### src/rtl/wsc_pkg.sv
`timescale 1ns / 1ps
// ----------------------------------------------------------------------------
// Waveshaping compander package
// Shared constants and the item classification code used by front and back.
// ----------------------------------------------------------------------------
package wsc_pkg;

  localparam int unsigned TablePointsDef = 512;
  localparam int unsigned SampleBitsDef  = 16;
  localparam int unsigned IndexBits      = 9;
  localparam int unsigned ValueBits      = 16;
  localparam int unsigned GainBits       = 17;  // unsigned Q5.12
  localparam int unsigned GainFracBits   = 12;
  localparam int unsigned QueueDepth     = 4;   // power of two

  localparam logic OP_SAMPLE = 1'b0;
  localparam logic OP_WRITE  = 1'b1;

  typedef enum logic [2:0] {
    KIND_PASS  = 3'b001,
    KIND_SHAPE = 3'b010,
    KIND_WRITE = 3'b100
  } kind_e;

endpackage

### src/rtl/wsc_front.sv
`timescale 1ns / 1ps
// ----------------------------------------------------------------------------
// Compander front end
// Accepts input beats, classifies them and holds them in a short queue.
// ----------------------------------------------------------------------------
module wsc_front import wsc_pkg::*; #(
  parameter int unsigned SampleBits  = SampleBitsDef,
  parameter int unsigned TablePoints = TablePointsDef,
  localparam int unsigned AddrBits   = $clog2(TablePoints)
) (
  input  logic                         clk_i,
  input  logic                         rst_ni,
  input  logic                         push,
  output logic                         full,
  input  logic                         op_i,
  input  logic signed [SampleBits-1:0] sample_re_i,
  input  logic signed [SampleBits-1:0] sample_im_i,
  input  logic [IndexBits-1:0]         table_index_i,
  input  logic [ValueBits-1:0]         table_value_i,
  input  logic                         enable_i,
  input  logic                         q_pop_i,
  output logic                         q_empty_o,
  output kind_e                        kind_o,
  output logic signed [SampleBits-1:0] re_o,
  output logic signed [SampleBits-1:0] im_o,
  output logic [AddrBits-1:0]          addr_o,
  output logic [ValueBits-1:0]         value_o
);

  localparam int unsigned CmpBits = ((AddrBits > IndexBits) ? AddrBits : IndexBits) + 1;
  localparam int unsigned PtrBits = $clog2(QueueDepth);

  typedef struct packed {
    kind_e                         kind;
    logic signed [SampleBits-1:0]  re;
    logic signed [SampleBits-1:0]  im;
    logic [AddrBits-1:0]           addr;
    logic [ValueBits-1:0]          value;
  } entry_t;

  entry_t              q_mem_q [QueueDepth];
  entry_t              entry;
  entry_t              head;
  logic [PtrBits-1:0]  wptr_q, rptr_q;
  logic [PtrBits:0]    count_q;
  logic [CmpBits-1:0]  index_ext;
  logic                keep;
  logic                wr_en;

  always_comb begin
    index_ext   = CmpBits'(table_index_i);
    entry.re    = sample_re_i;
    entry.im    = sample_im_i;
    entry.addr  = AddrBits'(index_ext);
    entry.value = table_value_i;
    keep        = 1'b1;
    if (op_i == OP_WRITE) begin
      entry.kind = KIND_WRITE;
      // writes beyond the table are taken and dropped
      keep       = (index_ext < CmpBits'(TablePoints));
    end else if (enable_i) begin
      entry.kind = KIND_SHAPE;
    end else begin
      entry.kind = KIND_PASS;
    end
  end

  assign full      = (count_q == (PtrBits+1)'(QueueDepth));
  assign q_empty_o = (count_q == '0);
  assign wr_en     = push && !full && keep;

  always_ff @(posedge clk_i or negedge rst_ni) begin
    if (!rst_ni) begin
      wptr_q  <= '0;
      rptr_q  <= '0;
      count_q <= '0;
    end else begin
      if (wr_en) begin
        wptr_q <= wptr_q + PtrBits'(1);
      end
      if (q_pop_i) begin
        rptr_q <= rptr_q + PtrBits'(1);
      end
      if (wr_en && !q_pop_i) begin
        count_q <= count_q + (PtrBits+1)'(1);
      end else if (!wr_en && q_pop_i) begin
        count_q <= count_q - (PtrBits+1)'(1);
      end
    end
  end

  always_ff @(posedge clk_i) begin
    if (wr_en) begin
      q_mem_q[wptr_q] <= entry;
    end
  end

  assign head    = q_mem_q[rptr_q];
  assign kind_o  = head.kind;
  assign re_o    = head.re;
  assign im_o    = head.im;
  assign addr_o  = head.addr;
  assign value_o = head.value;

endmodule

### config.mk
export PLATFORM = sky130hd
export DESIGN_NAME = wsc_front
export DESIGN_NICKNAME = d
export VERILOG_FILES = /design/src/rtl/wsc_pkg.sv /design/src/rtl/wsc_front.sv
export SDC_FILE = /design/constraint.sdc
export NUM_CORES = 1
export LEC_CHECK = 0
export BUFFER_PORTS_ARGS = -buffer_cell sky130_fd_sc_hd__buf_2
export CAP_MARGIN = 20
export CORE_MARGIN = 3
export CORE_UTILIZATION = 51
export CTS_CLUSTER_SIZE = 28
export DETAILED_ROUTE_END_ITERATION = 10
export MAX_ROUTING_LAYER = met4
export PLACE_DENSITY = 0.75
export RECOVER_POWER = 25
export SLEW_MARGIN = 20
export SYNTH_ARGS = -nofsm -noshare
export SYNTH_HDL_FRONTEND = slang
export SYNTH_SLANG_ARGS = --single-unit
### constraint.sdc
create_clock -name clk_i -period 2.84 [get_ports clk_i]
set_clock_uncertainty 0.15 [all_clocks]
set_input_delay 0.284 -clock clk_i [delete_from_list [all_inputs] [get_ports clk_i]]
set_output_delay 0.284 -clock clk_i [all_outputs]
set_load 0.01 [all_outputs]
==> summary.md <==
| Metric | Value |
|---|---|
| Status | finished clean |
| Pre-CTS WS | 391.1 ps |
| Total CTS buffers | 24 |
| Crit-path leading delay family | flip-flops |
| Core area | 0.01742 mm^2 |
| Buffers plus inverters on the worst setup path | 2 |
| Setup CP Type | reg -> out |
| Reg2reg path depth | 8 |
| WL final | 16760 um |
| First-pass DRT Iterations | 4 |
| Port Buffers | 124 |
| Worst setup path startpoint | rptr_q[0] |
| Worst path arrival time | 2180 ps |
| Root Driver | clkbuf_16 |
| First-pass GRT wire length | 26990 um |
| Setup Viol. Count Final | 0 |
| Yosys reg bits | 247 |
| Crit path launch type | flip-flop |
| Leak pwr | 0.003929 uW |
| Final Max Tran Viols | 0 |
| Site Rows | 48 |
| Synth Instances | 351 |
| Die outline width | 140.0 um |
| CP max stage delay | 640 ps |
| Fin crit share | 0.9193 |
| Minimum clock period | 2611 ps |
| DRC violations left | 0 |
| Die area | 0.01961 mm^2 |
| Vias per cell | 5.327 |
| Ant. Diodes | 0 |
| H-tree levels | 1 |
| Slew HR | 0.6019 |
| Cell Int Power | 8271 uW |
| GRT Max-Usage Layer | met2 |
| Flop pwr share | 0.443 |
| MaxCap Viol Count | 0 |
| GR Util met2 | 0.2887 |
| Maximum clock rate | 383.0 MHz |
| Clock buffer depth | 3 |
| Gpl congestion | 0.7313 |
| Final setup margin | 229.3 ps |
| CP max FO | 19 |
| TritonCTS clock tree | built |
| Least-Margin Pin Slew | 595.9 ps |
| Commonest cells after routing, fill and taps aside | edfxtp_1, buf_2, dlygate4sd3_1 |
| Initial Util | 0.5259 |
| Netlist cell types | 21 |
| Gate power share | 0.292 |
| DP Wirelength | 10360 um |
| P&R area growth vs syn | 25.12% |
| Leading area contributor after synthesis | edfxtp_1 |
| Switch Pwr | 3275 uW |
| Clk sinks | 247 |
| Crit path cell chain | buf_12, mux4_1, buf_2 |
| Flop-to-flop setup slack | 390 ps |
| Dpl cells | 702 |
| Reg2reg end | count_q[2] |
| Met1 Use GR | 0.2469 |
| GRT Residual Overflow | 0 |
| Syn_nets | 420 |
| Final Util | 0.6580 |
| Pin count of the biggest net entering global routing | 31 |
| Syn Std Cell Area | 0.009160 mm^2 |
| Worst skew pair latency | 500 ps |
| Met3 Usage GRT | 0.03482 |
| Syn Area/Cell | 26.10 um^2 |
| Critical path depth in cells | 3 |
| CP Capture Type | primary output |
| Wire length per cell | 20.75 um |
| Share of the synthesized area in the top cell type | 0.7868 |
| Worst r2r src | count_q[2] |
| Post-CTS sizing | 0 |
| Peak supply drop | 0.6604 mV |
| Slowest CP cell | dfrtp_4 |
| Fin cells | 808 |
| Share of layout cells above drive strength 1 | 0.3533 |
| Power Density | 1007 mW/mm^2 |
| RSZ-0062 raised after global routing | false |
| Yosys Warn Count | 0 |
| Total GRT Usage | 0.1808 |
| Worst Setup EP | kind_o[2] |
| Setup tns final | 0 ps |
| Die Y | 140.0 um |
| Clock network power share | 0.265 |
| I/O pin total | 125 |
| Antenna viol nets, final | 0 |
| 1st-iter DRT viols | 228 |
| Worst EP required | 2410 ps |
| Area contributors post-synth | edfxtp_1, mux4_2, dfrtp_1 |
| Most common cell after layout, fill and taps aside | edfxtp_1 |
| Switch share | 0.2836 |
| Endpoints failing hold | 0 |
| Vias in the first global route | 4778 |
| Initial antenna violation count | 0 |
| Reg clk slew, reported paths | 60 ps |
| Vias post-DR | 4304 |
| Sequential fraction of the synthesis area | 0.8059 |
| Hold Path Class | in -> reg |
| Nets | 634 |
synthesized netlist by cell type, drive strengths merged:
| master | number |
|---|---|
| edfxtp | 240 |
| xor2 | 3 |
| mux2 | 2 |
| nor3 | 1 |
| nand2 | 1 |
| nor3b | 1 |
| and2 | 4 |
| clkbuf | 1 |
| xnor2 | 3 |
| ha | 5 |
| nor2b | 2 |
| fa | 1 |
| buf | 14 |
| nor2 | 2 |
| mux4 | 60 |
| inv | 4 |
| dfrtp | 7 |
power by group through the flow:
stage | registers [uW] | logic [uW] | clock network, uW
after floorplan | 5050 | 2330 | 0
after global placement | 5150 | 3340 | 0
after detailed placement | 5200 | 3370 | 0
after CTS | 5130 | 3460 | 3120
after global routing | 5190 | 3630 | 3300
final | 5120 | 3370 | 3060
routing by layer:
layer | up-vias | part of all wire
li1 | 1923 | -
met1 | 2212 | 0.43
met2 | 145 | 0.49
met3 | 24 | 0.056
met4 | 0 | 0.024
met5 | - | 0
metrics by stage:
step / cell area [um^2] / power (uW) / hold WS (ps)
6_report: 11460 / 11550 / 144.1
5_1_grt: 11460 / 12120 / 158.2
4_1_cts: 11510 / 11710 / 126.7
3_5_place_dp: 10120 / 8576 / -20.17
3_3_place_gp: 10120 / 8485 / -22.34
2_1_floorplan: 9160 / 7377 / -161.6
worst min-delay path: cells and delay by family:
family | cells | cell delay, ps
XOR/XNOR | 1 | 160
buffers and inverters | 1 | 90
AND/OR/NAND/NOR | 1 | 220
final cells by class:
cell class	count	area, um^2
tap	225	281.5
timing repair buffer	203	1410
fill	1151	5956
multi-input combinational	85	1597
inverter	4	15.01
sequential	247	7387
clock inverter	17	137.6
clock buffer	27	633.1
sequential cells by signal (all words and copies together), names as in the netlist:
name,flops
q_mem_q,240
count_q,3
rptr_q,2
wptr_q,2
cell families after synthesis:
group         synth area share
mux                     0.1512
fa+ha+maj             0.009015
xor+xnor              0.005738
flops                   0.8059
buf+inv                0.02090
simple gates          0.007238
repair_timing:
action,CTS,global route
buffers inserted,0,0
hold buffers,62,0
hold endpoints to repair,245,0
worst min-delay path by stage:
stage                start    endpoint  slack (ps)  depth (start not counted)
floorplan           rst_ni  count_q[0]        -160                          0
global placement    rst_ni  count_q[0]         -20                          1
detailed placement  rst_ni  count_q[0]         -20                          1
CTS                   push   wptr_q[0]         130                          3
global route          push   wptr_q[0]         160                          3
finish                push   wptr_q[0]         140                          3
No activity file was read; power rests on OpenSTA's default activity.
